<file path="src/sv/assert_macros.svh">
// ----------------------------------------------------------------------------
// assert_macros.svh
// shared concurrent assertion macros
// ----------------------------------------------------------------------------
`ifndef ASSERT_MACROS_SVH
`define ASSERT_MACROS_SVH

// property must hold at every clock edge outside reset
`define ASSERT_ALWAYS(lbl, clk, rst_n, prop, msg) \
	lbl: assert property (@(posedge clk) disable iff (!rst_n) (prop)) else $error(msg);

// when the trigger holds, the consequence holds in the next cycle
`define ASSERT_NEXT(lbl, clk, rst_n, trig, cons, msg) \
	lbl: assert property (@(posedge clk) disable iff (!rst_n) (trig) |=> (cons)) else $error(msg);

`endif

</file>
<file path="src/sv/sha_pkg.sv">
// ----------------------------------------------------------------------------
// sha_pkg
// types and constants shared by the sha-256 engine
// ----------------------------------------------------------------------------
package sha_pkg;

	localparam int unsigned DEF_QUEUE_DEPTH = 4;
	localparam int unsigned LEN_HI_INDEX = 14;
	localparam logic [31:0] PAD_MARK = 32'h8000_0000;

	typedef logic [31:0] word_t;

	// one block word handed from the packer to the compression core
	typedef struct packed {
		word_t word;
		logic  final_blk;
	} qword_t;

	localparam word_t INIT_HASH [8] = '{
		32'h6a09e667, 32'hbb67ae85, 32'h3c6ef372, 32'ha54ff53a,
		32'h510e527f, 32'h9b05688c, 32'h1f83d9ab, 32'h5be0cd19
	};

	localparam word_t ROUND_K [64] = '{
		32'h428a2f98, 32'h71374491, 32'hb5c0fbcf, 32'he9b5dba5,
		32'h3956c25b, 32'h59f111f1, 32'h923f82a4, 32'hab1c5ed5,
		32'hd807aa98, 32'h12835b01, 32'h243185be, 32'h550c7dc3,
		32'h72be5d74, 32'h80deb1fe, 32'h9bdc06a7, 32'hc19bf174,
		32'he49b69c1, 32'hefbe4786, 32'h0fc19dc6, 32'h240ca1cc,
		32'h2de92c6f, 32'h4a7484aa, 32'h5cb0a9dc, 32'h76f988da,
		32'h983e5152, 32'ha831c66d, 32'hb00327c8, 32'hbf597fc7,
		32'hc6e00bf3, 32'hd5a79147, 32'h06ca6351, 32'h14292967,
		32'h27b70a85, 32'h2e1b2138, 32'h4d2c6dfc, 32'h53380d13,
		32'h650a7354, 32'h766a0abb, 32'h81c2c92e, 32'h92722c85,
		32'ha2bfe8a1, 32'ha81a664b, 32'hc24b8b70, 32'hc76c51a3,
		32'hd192e819, 32'hd6990624, 32'hf40e3585, 32'h106aa070,
		32'h19a4c116, 32'h1e376c08, 32'h2748774c, 32'h34b0bcb5,
		32'h391c0cb3, 32'h4ed8aa4a, 32'h5b9cca4f, 32'h682e6ff3,
		32'h748f82ee, 32'h78a5636f, 32'h84c87814, 32'h8cc70208,
		32'h90befffa, 32'ha4506ceb, 32'hbef9a3f7, 32'hc67178f2
	};

endpackage

</file>
<file path="src/sv/sha_ifs.sv">
// ----------------------------------------------------------------------------
// sha channel interfaces
// message word channel and digest word channel
// ----------------------------------------------------------------------------
interface sha_msg_if;
	logic        valid;
	logic        ready;
	logic [31:0] data_word;
	logic [2:0]  byte_count;
	logic        end_of_message;

	modport source (output valid, data_word, byte_count, end_of_message, input ready);
	modport sink (input valid, data_word, byte_count, end_of_message, output ready);
endinterface

interface sha_dig_if;
	logic        valid;
	logic        ready;
	logic [31:0] digest_word;
	logic [2:0]  word_index;
	logic        last_word;

	modport source (output valid, digest_word, word_index, last_word, input ready);
	modport sink (input valid, digest_word, word_index, last_word, output ready);
endinterface

</file>
<file path="src/sv/sha256_hash_engine_unit.sv">
// ----------------------------------------------------------------------------
// sha256_hash_engine_unit
// streaming sha-256 with byte packing, padding and digest output
// ----------------------------------------------------------------------------
// msg carries one big-endian word with 0 to 4 leading bytes and an end flag;
// digest returns the eight hash words, index 0 first, last_word on the eighth.
// both channels move one item per transfer when valid and ready are high.
// the packer takes a word per cycle while the queue has room and it is not
// padding; the core loads 16 words, runs 64 rounds at one per cycle and then
// adds the chain, so the compression loop sets the throughput.
// at message end the packer adds the pad marker, zero words and the two
// length words (up to one extra block), then the eight digest words follow
// one per cycle from an output register while the receiver is ready.
// a stalled digest receiver holds the core; the packer fills the queue and
// then drops msg.ready. reset clears all counters and loads the initial hash.
// ----------------------------------------------------------------------------
`include "assert_macros.svh"

module sha256_hash_engine_unit
	import sha_pkg::*;
#(
	parameter int unsigned QUEUE_DEPTH = DEF_QUEUE_DEPTH
) (
	input  logic      clk,
	input  logic      arst_n,
	sha_msg_if.sink   msg,
	sha_dig_if.source digest
);

	logic   push;
	qword_t push_word;
	logic   queue_full;
	logic   pop;
	qword_t pop_word;
	logic   queue_empty;

	sha_front u_front (
		.clk        (clk),
		.arst_n     (arst_n),
		.msg        (msg),
		.push       (push),
		.push_word  (push_word),
		.queue_full (queue_full)
	);

	sha_fifo #(
		.DEPTH (QUEUE_DEPTH)
	) u_fifo (
		.clk    (clk),
		.arst_n (arst_n),
		.push   (push),
		.wdata  (push_word),
		.full   (queue_full),
		.pop    (pop),
		.rdata  (pop_word),
		.empty  (queue_empty)
	);

	sha_core u_core (
		.clk         (clk),
		.arst_n      (arst_n),
		.pop_word    (pop_word),
		.queue_empty (queue_empty),
		.pop         (pop),
		.digest      (digest)
	);

	`ASSERT_ALWAYS(a_no_overflow, clk, arst_n, !(push && queue_full), "push into full queue")
	`ASSERT_ALWAYS(a_no_underflow, clk, arst_n, !(pop && queue_empty), "pop from empty queue")
	`ASSERT_ALWAYS(a_last_index, clk, arst_n, !digest.valid || (digest.last_word == (digest.word_index == 3'd7)), "last_word out of step with index")
	`ASSERT_NEXT(a_wrap_index, clk, arst_n, digest.valid && digest.ready && digest.last_word, !digest.valid, "digest words beyond the eighth")

endmodule

</file>
<file path="src/sv/sha_front.sv">
// ----------------------------------------------------------------------------
// sha_front
// packs message bytes into block words, adds padding and the bit length
// ----------------------------------------------------------------------------
module sha_front
	import sha_pkg::*;
(
	input  logic      clk,
	input  logic      arst_n,
	sha_msg_if.sink   msg,
	output logic      push,
	output qword_t    push_word,
	input  logic      queue_full
);

	typedef enum logic [2:0] {S_RUN, S_MARK, S_ZERO, S_LENHI, S_LENLO} state_t;

	state_t      state_q;
	logic [31:0] acc_q;
	logic [1:0]  nbytes_q;
	logic [3:0]  windex_q;
	logic [63:0] bitlen_q;

	logic [2:0]  cnt;
	logic [31:0] mask;
	logic [63:0] combined;
	logic [2:0]  total;
	logic        accept;
	logic        at_len;

	always_comb begin
		cnt = (msg.byte_count > 3'd4) ? 3'd4 : msg.byte_count;
		unique case (cnt)
			3'd0:    mask = 32'h0000_0000;
			3'd1:    mask = 32'hff00_0000;
			3'd2:    mask = 32'hffff_0000;
			3'd3:    mask = 32'hffff_ff00;
			default: mask = 32'hffff_ffff;
		endcase
		combined = {acc_q, 32'h0} | ({msg.data_word & mask, 32'h0} >> {nbytes_q, 3'b000});
		total = {1'b0, nbytes_q} + cnt;
	end

	assign msg.ready = (state_q == S_RUN) && !queue_full;
	assign accept = msg.valid && msg.ready;
	assign at_len = (windex_q + 4'd1) == 4'(LEN_HI_INDEX);

	always_comb begin
		push = 1'b0;
		push_word = '{word: 32'h0, final_blk: 1'b0};
		unique case (state_q)
			S_RUN: begin
				push = accept && (total >= 3'd4);
				push_word.word = combined[63:32];
			end
			S_MARK: begin
				push = !queue_full;
				push_word.word = acc_q | (PAD_MARK >> {nbytes_q, 3'b000});
			end
			S_ZERO: begin
				push = !queue_full;
			end
			S_LENHI: begin
				push = !queue_full;
				push_word.word = bitlen_q[63:32];
			end
			S_LENLO: begin
				push = !queue_full;
				push_word.word = bitlen_q[31:0];
				push_word.final_blk = 1'b1;
			end
			default: push = 1'b0;
		endcase
	end

	always_ff @(posedge clk or negedge arst_n) begin
		if (!arst_n) begin
			state_q <= S_RUN;
			acc_q <= '0;
			nbytes_q <= '0;
			windex_q <= '0;
			bitlen_q <= '0;
		end else begin
			if (push) begin
				windex_q <= windex_q + 4'd1;
			end
			unique case (state_q)
				S_RUN: begin
					if (accept) begin
						if (total >= 3'd4) begin
							acc_q <= combined[31:0];
							nbytes_q <= 2'(total - 3'd4);
						end else begin
							acc_q <= combined[63:32];
							nbytes_q <= total[1:0];
						end
						bitlen_q <= bitlen_q + {58'h0, cnt, 3'b000};
						if (msg.end_of_message) begin
							state_q <= S_MARK;
						end
					end
				end
				S_MARK: begin
					if (push) begin
						acc_q <= '0;
						nbytes_q <= '0;
						state_q <= at_len ? S_LENHI : S_ZERO;
					end
				end
				S_ZERO: begin
					if (push && at_len) begin
						state_q <= S_LENHI;
					end
				end
				S_LENHI: begin
					if (push) begin
						state_q <= S_LENLO;
					end
				end
				S_LENLO: begin
					if (push) begin
						bitlen_q <= '0;
						state_q <= S_RUN;
					end
				end
				default: state_q <= S_RUN;
			endcase
		end
	end

endmodule

</file>
<file path="src/sv/sha_fifo.sv">
// ----------------------------------------------------------------------------
// sha_fifo
// short word queue between the packer and the compression core
// ----------------------------------------------------------------------------
module sha_fifo
	import sha_pkg::*;
#(
	parameter int unsigned DEPTH = DEF_QUEUE_DEPTH
) (
	input  logic   clk,
	input  logic   arst_n,
	input  logic   push,
	input  qword_t wdata,
	output logic   full,
	input  logic   pop,
	output qword_t rdata,
	output logic   empty
);

	localparam int unsigned AW = (DEPTH > 1) ? $clog2(DEPTH) : 1;

	qword_t        mem [DEPTH];
	logic [AW-1:0] wptr_q;
	logic [AW-1:0] rptr_q;
	logic [AW:0]   count_q;

	assign full = count_q == (AW+1)'(DEPTH);
	assign empty = count_q == '0;
	assign rdata = mem[rptr_q];

	always_ff @(posedge clk) begin
		if (push) begin
			mem[wptr_q] <= wdata;
		end
	end

	always_ff @(posedge clk or negedge arst_n) begin
		if (!arst_n) begin
			wptr_q <= '0;
			rptr_q <= '0;
			count_q <= '0;
		end else begin
			if (push) begin
				wptr_q <= (wptr_q == AW'(DEPTH - 1)) ? '0 : wptr_q + 1'b1;
			end
			if (pop) begin
				rptr_q <= (rptr_q == AW'(DEPTH - 1)) ? '0 : rptr_q + 1'b1;
			end
			if (push && !pop) begin
				count_q <= count_q + 1'b1;
			end else if (pop && !push) begin
				count_q <= count_q - 1'b1;
			end
		end
	end

endmodule

</file>
<file path="src/sv/sha_core.sv">
// ----------------------------------------------------------------------------
// sha_core
// message schedule, 64-round compression and digest output
// ----------------------------------------------------------------------------
module sha_core
	import sha_pkg::*;
(
	input  logic     clk,
	input  logic     arst_n,
	input  qword_t   pop_word,
	input  logic     queue_empty,
	output logic     pop,
	sha_dig_if.source digest
);

	typedef enum logic [1:0] {C_LOAD, C_ROUND, C_ADD, C_OUT} state_t;

	state_t      state_q;
	logic [5:0]  cnt_q;
	logic        final_q;
	word_t       chain_q [8];
	word_t       w_q [16];
	word_t       v_q [8];
	logic        out_valid_q;
	word_t       out_word_q;
	logic [2:0]  out_index_q;
	logic        out_last_q;

	word_t t1;
	word_t t2;
	word_t w_new;

	function automatic word_t bsig0(input word_t x);
		return {x[1:0], x[31:2]} ^ {x[12:0], x[31:13]} ^ {x[21:0], x[31:22]};
	endfunction

	function automatic word_t bsig1(input word_t x);
		return {x[5:0], x[31:6]} ^ {x[10:0], x[31:11]} ^ {x[24:0], x[31:25]};
	endfunction

	function automatic word_t ssig0(input word_t x);
		return {x[6:0], x[31:7]} ^ {x[17:0], x[31:18]} ^ (x >> 3);
	endfunction

	function automatic word_t ssig1(input word_t x);
		return {x[16:0], x[31:17]} ^ {x[18:0], x[31:19]} ^ (x >> 10);
	endfunction

	assign pop = (state_q == C_LOAD) && !queue_empty;

	always_comb begin
		t1 = v_q[7] + bsig1(v_q[4]) + ((v_q[4] & v_q[5]) ^ (~v_q[4] & v_q[6]))
			+ ROUND_K[cnt_q] + w_q[0];
		t2 = bsig0(v_q[0]) + ((v_q[0] & v_q[1]) ^ (v_q[0] & v_q[2]) ^ (v_q[1] & v_q[2]));
		w_new = ssig1(w_q[14]) + w_q[9] + ssig0(w_q[1]) + w_q[0];
	end

	assign digest.valid = out_valid_q;
	assign digest.digest_word = out_word_q;
	assign digest.word_index = out_index_q;
	assign digest.last_word = out_last_q;

	// schedule window and working variables
	always_ff @(posedge clk) begin
		if (pop) begin
			for (int i = 0; i < 15; i++) begin
				w_q[i] <= w_q[i+1];
			end
			w_q[15] <= pop_word.word;
			if (cnt_q[3:0] == 4'd15) begin
				v_q <= chain_q;
			end
		end else if (state_q == C_ROUND) begin
			for (int i = 0; i < 15; i++) begin
				w_q[i] <= w_q[i+1];
			end
			w_q[15] <= w_new;
			v_q[7] <= v_q[6];
			v_q[6] <= v_q[5];
			v_q[5] <= v_q[4];
			v_q[4] <= v_q[3] + t1;
			v_q[3] <= v_q[2];
			v_q[2] <= v_q[1];
			v_q[1] <= v_q[0];
			v_q[0] <= t1 + t2;
		end
	end

	always_ff @(posedge clk or negedge arst_n) begin
		if (!arst_n) begin
			state_q <= C_LOAD;
			cnt_q <= '0;
			final_q <= 1'b0;
			chain_q <= INIT_HASH;
			out_valid_q <= 1'b0;
			out_word_q <= '0;
			out_index_q <= '0;
			out_last_q <= 1'b0;
		end else begin
			unique case (state_q)
				C_LOAD: begin
					if (pop) begin
						if (cnt_q[3:0] == 4'd15) begin
							cnt_q <= '0;
							final_q <= pop_word.final_blk;
							state_q <= C_ROUND;
						end else begin
							cnt_q <= cnt_q + 6'd1;
						end
					end
				end
				C_ROUND: begin
					cnt_q <= cnt_q + 6'd1;
					if (cnt_q == 6'd63) begin
						state_q <= C_ADD;
					end
				end
				C_ADD: begin
					for (int i = 0; i < 8; i++) begin
						chain_q[i] <= chain_q[i] + v_q[i];
					end
					if (final_q) begin
						out_valid_q <= 1'b1;
						out_word_q <= chain_q[0] + v_q[0];
						out_index_q <= '0;
						out_last_q <= 1'b0;
						state_q <= C_OUT;
					end else begin
						state_q <= C_LOAD;
					end
				end
				C_OUT: begin
					if (digest.ready) begin
						if (out_last_q) begin
							out_valid_q <= 1'b0;
							out_last_q <= 1'b0;
							chain_q <= INIT_HASH;
							state_q <= C_LOAD;
						end else begin
							out_index_q <= out_index_q + 3'd1;
							out_word_q <= chain_q[out_index_q + 3'd1];
							out_last_q <= (out_index_q + 3'd1) == 3'd7;
						end
					end
				end
				default: state_q <= C_LOAD;
			endcase
		end
	end

endmodule
</file>
<file path="src/flat_wrapper.sv">
// flat-port wrapper written by rule: the top's interface ports become plain ports
module sha256_hash_engine_unit_flat import sha_pkg::*;
#(
	parameter int unsigned QUEUE_DEPTH = DEF_QUEUE_DEPTH
)
  (clk, arst_n, msg_valid, msg_data_word, msg_byte_count, msg_end_of_message, msg_ready, digest_valid, digest_digest_word, digest_word_index, digest_last_word, digest_ready);
  sha_msg_if msg_i ();
  sha_dig_if digest_i ();
  input  logic clk;
  input  logic arst_n;
  input wire logic [$bits(msg_i.valid)-1:0] msg_valid;
  input wire logic [$bits(msg_i.data_word)-1:0] msg_data_word;
  input wire logic [$bits(msg_i.byte_count)-1:0] msg_byte_count;
  input wire logic [$bits(msg_i.end_of_message)-1:0] msg_end_of_message;
  output wire logic [$bits(msg_i.ready)-1:0] msg_ready;
  output wire logic [$bits(digest_i.valid)-1:0] digest_valid;
  output wire logic [$bits(digest_i.digest_word)-1:0] digest_digest_word;
  output wire logic [$bits(digest_i.word_index)-1:0] digest_word_index;
  output wire logic [$bits(digest_i.last_word)-1:0] digest_last_word;
  input wire logic [$bits(digest_i.ready)-1:0] digest_ready;
  assign msg_i.valid = msg_valid;
  assign msg_i.data_word = msg_data_word;
  assign msg_i.byte_count = msg_byte_count;
  assign msg_i.end_of_message = msg_end_of_message;
  assign msg_ready = msg_i.ready;
  assign digest_valid = digest_i.valid;
  assign digest_digest_word = digest_i.digest_word;
  assign digest_word_index = digest_i.word_index;
  assign digest_last_word = digest_i.last_word;
  assign digest_i.ready = digest_ready;
  sha256_hash_engine_unit #(.QUEUE_DEPTH(QUEUE_DEPTH)) u_core (.clk(clk), .arst_n(arst_n), .msg(msg_i), .digest(digest_i));
endmodule
</file>
<file path="config.mk">
export PLATFORM = sky130hd
export DESIGN_NAME = sha256_hash_engine_unit_flat
export DESIGN_NICKNAME = d
export VERILOG_FILES = /design/src/sv/sha_pkg.sv /design/src/sv/sha_ifs.sv /design/src/sv/sha256_hash_engine_unit.sv /design/src/sv/sha_front.sv /design/src/sv/sha_fifo.sv /design/src/sv/sha_core.sv /design/src/flat_wrapper.sv
export VERILOG_INCLUDE_DIRS = /design/src /design/src/sv
export SDC_FILE = /design/constraint.sdc
export NUM_CORES = 2
export LEC_CHECK = 0
export BUFFER_PORTS_ARGS = -buffer_cell sky130_fd_sc_hd__clkbuf_2
export CAP_MARGIN = 5
export CORE_UTILIZATION = 60
export DETAILED_ROUTE_END_ITERATION = 8
export HOLD_SLACK_MARGIN = 0.03
export PLACE_DENSITY = 0.83
export SLEW_MARGIN = 10
export SYNTH_ARGS = -nofsm -noshare
export SYNTH_HDL_FRONTEND = slang
export SYNTH_SLANG_ARGS = --single-unit
</file>
<file path="constraint.sdc">
create_clock -name clk -period 38.9 [get_ports clk]
set_input_delay 1.945 -clock clk [delete_from_list [all_inputs] [get_ports clk]]
set_output_delay 1.945 -clock clk [all_outputs]
set_load 0.01 [all_outputs]
</file>
==> results.yml <==
sta:
  finalMaxSlewViolations: 0
  tns_ps: 0
  min_period_ps: 10610
  clock_skew_ps: 39.4
  slew_headroom: 0.0477
  fmax_mhz: 94.3
  rsz0062_at_grt: "false"
  finalCritPeriodShare: 0.273
  setup_viol: 0
  hold_violations: 0
  worst_pin_slew_ps: 1420
clock_network:
  cts_resized: 0
  cts_setup_buffers: 0
  root_buffer: "clkbuf_16"
  max-clock-path-buffers: 3
  path_clk_slew_ps: 70
  cts_sinks: 1311
  cts_tree: "built"
  htreeDepth: 4
  clk_latency_ps: 840
  cts_buffers: 141
  hold_buffers: 0
critical_path:
  crit_start: "u_core.u_core.cnt_q[1]$_DFFE_PN0P_"
  crit_required_ps: 39460
  cp_common_cell: "inv_1"
  crit_path_max_incr_delay_ps: 720
  crit_path_end_kind: "register"
  crit_type: "register to register"
  r2r_start: "u_core.u_core.cnt_q[1]$_DFFE_PN0P_"
  reg2reg_depth: 34
  startpoint_type: "register"
  cp-endpoint: "u_core.u_core.v_q[254]$_DFFE_PP_"
  crit_slowest_cell: "xor2_1"
  timing.rr.end: "u_core.u_core.v_q[254]$_DFFE_PP_"
  worstPathArrival_ps: 11170
  r2r_slack_ps: 28290
  crit_fanout: 16
synthesis:
  synth_nets: 8114
  ys.warnings.count: 0
  async_flop_share: 0.314
  ys_types: 91
  synth_area_leaders: "edfxtp_1 34%, dfrtp_1 8.7%, ha_1 6.4%"
  netlist.top_cell.by_area: "edfxtp_1"
  synth_area_per_cell_um2: 10.6
  synth.top_cell.area_share: 0.342
  netlist_instances: 7471
  synth_compound_area_frac: 0.144
  yosysSeqAreaShare: 0.475
  yosys.area_share.simple: 0.119
  syn_area_mm2: 0.0790
  synth_xor_area_frac: 0.0704
  synth_edf_count: 900
  synth_top_family_by_area: "compound AO/OA/AOI/OAI gates"
  synth_mux_area_frac: 0.0438
  synth-seq-cells: 1311
  synthFlopType: "edfxtp_1"
  synthAdderAreaFrac: 0.115
floorplan:
  initial_core_util: 0.607
  fp-row-count: 132
  pin_count: 78
  dieArea_mm2: 0.133
  die_h_um: 365
  chipWidth_um: 365
  coreArea_mm2: 0.130
routing:
  drc_errors: 0
  wl_per_cell_um: 26.3
  routed_wirelength_mm: 244
  antenna_left: 0
  first_pass_iters: 6
  num_vias: 60900
  drtIter0Drc: 8501
  viasPerCell: 6.56
global_routing:
  grt-ovfl-total: 0
  grt.total_usage: 0.368
  antenna_found_initial: 4
  grt_max_degree: 198
  grt_pass1_vias: 58200
  grt_pass1_wl_mm: 364
finish:
  final_util: 0.659
  nets: 8057
  seq_area_mm2: 0.0375
  drive_gt1_frac: 0.0936
  multi_input_area_mm2: 0.0390
  area_growth_pct: 8.50
  nFillCells: 9532
flow_run:
  maxCapViolCount: 0
min_path:
  hold_class: "register to register"
  worstHoldStart: "u_core.u_core.w_q[1][97]$_DFFE_PP_"
outcome:
  status: "complete, no violations"
place:
  io_buffers: 77
  dp_hpwl_mm: 171
  gp_congestion: 1.03
-- cell usage after synthesis, types with 50 or more instances --
master,number
o21ai_0,525
nor2_1,559
a31oi_1,60
dfrtp_1,275
dfstp_2,136
fa_1,198
nor2b_1,54
nand2_1,1083
a21o_1,183
a211oi_1,60
and3_1,52
nor3_1,79
nand2b_1,69
mux2i_1,63
o21a_1,50
inv_1,344
xnor2_1,384
ha_1,405
edfxtp_1,900
mux4_2,104
nand3_1,117
a21oi_1,557
clkbuf_1,307
xor2_1,251
-- worst min path at each step --
| stage | slack (ps) | to | depth (start not counted) |
|---|---|---|---|
| floorplan | 400 | u_core.u_core.w_q[0][100]$_DFFE_PP_ | 0 |
| finish | 400 | u_core.u_core.w_q[1][65]$_DFFE_PP_ | 0 |
| global placement | 400 | u_core.u_core.w_q[1][84]$_DFFE_PP_ | 0 |
| detailed placement | 400 | u_core.u_core.w_q[0][140]$_DFFE_PP_ | 0 |
| global route | 420 | u_core.u_core.w_q[1][89]$_DFFE_PP_ | 0 |
| CTS | 410 | u_core.u_core.w_q[1][66]$_DFFE_PP_ | 0 |
-- critical path: cells and delay by family (launching register included) --
kind                       cells  cell delay, ps
AOI/OAI and AO/OA             14            3510
xor gates and xnor gates       1             720
adders and majority gates      7            3050
buffers and inverters          6            1150
DFF                            1             700
muxes                          1             230
and+or+nand+nor                5             960
-- layout by cell type, fill, tap and decap left out, types with 20 or more instances in the layout --
cell / count
mux4_2: 104
nor2b_1: 54
and2_1: 25
o22a_1: 20
a211oi_1: 59
o31ai_1: 35
edfxtp_1: 900
xor2_1: 250
and3_1: 52
dfrtp_1: 271
nand2b_1: 69
a31oi_1: 60
ha_1: 404
nand4_1: 27
clkinv_1: 24
clkbuf_2: 76
dfstp_2: 136
o211ai_1: 28
buf_4: 62
nor2_1: 556
nand2_1: 1080
inv_1: 344
clkbuf_1: 31
a22o_1: 49
mux2_2: 43
nor3_1: 78
o21a_1: 50
or3_1: 33
fa_1: 198
a21oi_1: 554
nand3_1: 117
a221oi_1: 20
xnor2_1: 384
o21bai_1: 44
mux2i_1: 63
clkbuf_16: 146
a21o_1: 183
o21ai_0: 524
-- registers in the layout (all words and copies together), names as in the netlist --
name	count
u_core.u_front.windex_q	4
u_core.u_fifo.wptr_q	2
u_core.u_fifo.rptr_q	2
u_core.u_core.w_q	512
u_core.u_front.bitlen_q	61
u_core.u_core.chain_q	256
u_core.u_core.cnt_q	6
u_core.u_core.digest.valid	1
u_core.u_core.digest.word_index	3
u_core.u_fifo.count_q	3
u_core.u_core.state_q	2
u_core.u_core.digest.last_word	1
u_core.u_core.final_q	1
u_core.u_fifo.mem	132
u_core.u_front.state_q	3
u_core.u_front.nbytes_q	2
u_core.u_core.v_q	256
u_core.u_core.digest.digest_word	32
u_core.u_front.acc_q	32
-- logic make-up (layout without fill, tap and decap cells) --
logic type,count (synthesis),in the layout
compound gates,1837,1837
fa+ha+maj,605,605
mux,210,210
xor+xnor,635,635
buf+inv,692,755
other cells,0,6
simple gates,2181,2181
flops,1311,1311
-- metrics by stage --
step | hold WS (ps) | cell area, um^2 | setup WS [ps] | instances
5_1_grt | 415 | 85700 | 27820 | 9276
3_3_place_gp | 400 | 81000 | 28720 | 9013
4_1_cts | 406 | 85700 | 28580 | 9276
3_5_place_dp | 405 | 81000 | 28620 | 9013
2_1_floorplan | 400 | 79000 | 10990 | 7471
6_report | 404 | 85700 | 28290 | 9282
-- layer usage --
| metal | routed length, um | up-vias | share of wire | global-route usage |
|---|---|---|---|---|
| met3 | 31400 | 765 | 0.13 | 0.109 |
| met2 | 104000 | 4045 | 0.43 | 0.530 |
| met1 | 95800 | 29500 | 0.39 | 0.511 |
| met5 | 39 | - | 0.00016 | 0 |
| met4 | 12800 | 6 | 0.053 | 0.171 |
| li1 | - | 26600 | - | - |
-- area by class of cell --
cell class / instances / share of cell area
Clock buffer: 187 / 0.0456
Antenna cell: 6 / 0.000175
Multi-Input combinational cell: 5468 / 0.455
Clock inverter: 76 / 0.00932
Inverter: 348 / 0.0153
Timing Repair Buffer: 144 / 0.0112
Sequential cell: 1311 / 0.438
Tap cell: 1742 / 0.0254
Power is left out: the tool's default activity adds up to more than one toggle a clock period on the data nets, which glitch-free logic cannot reach.
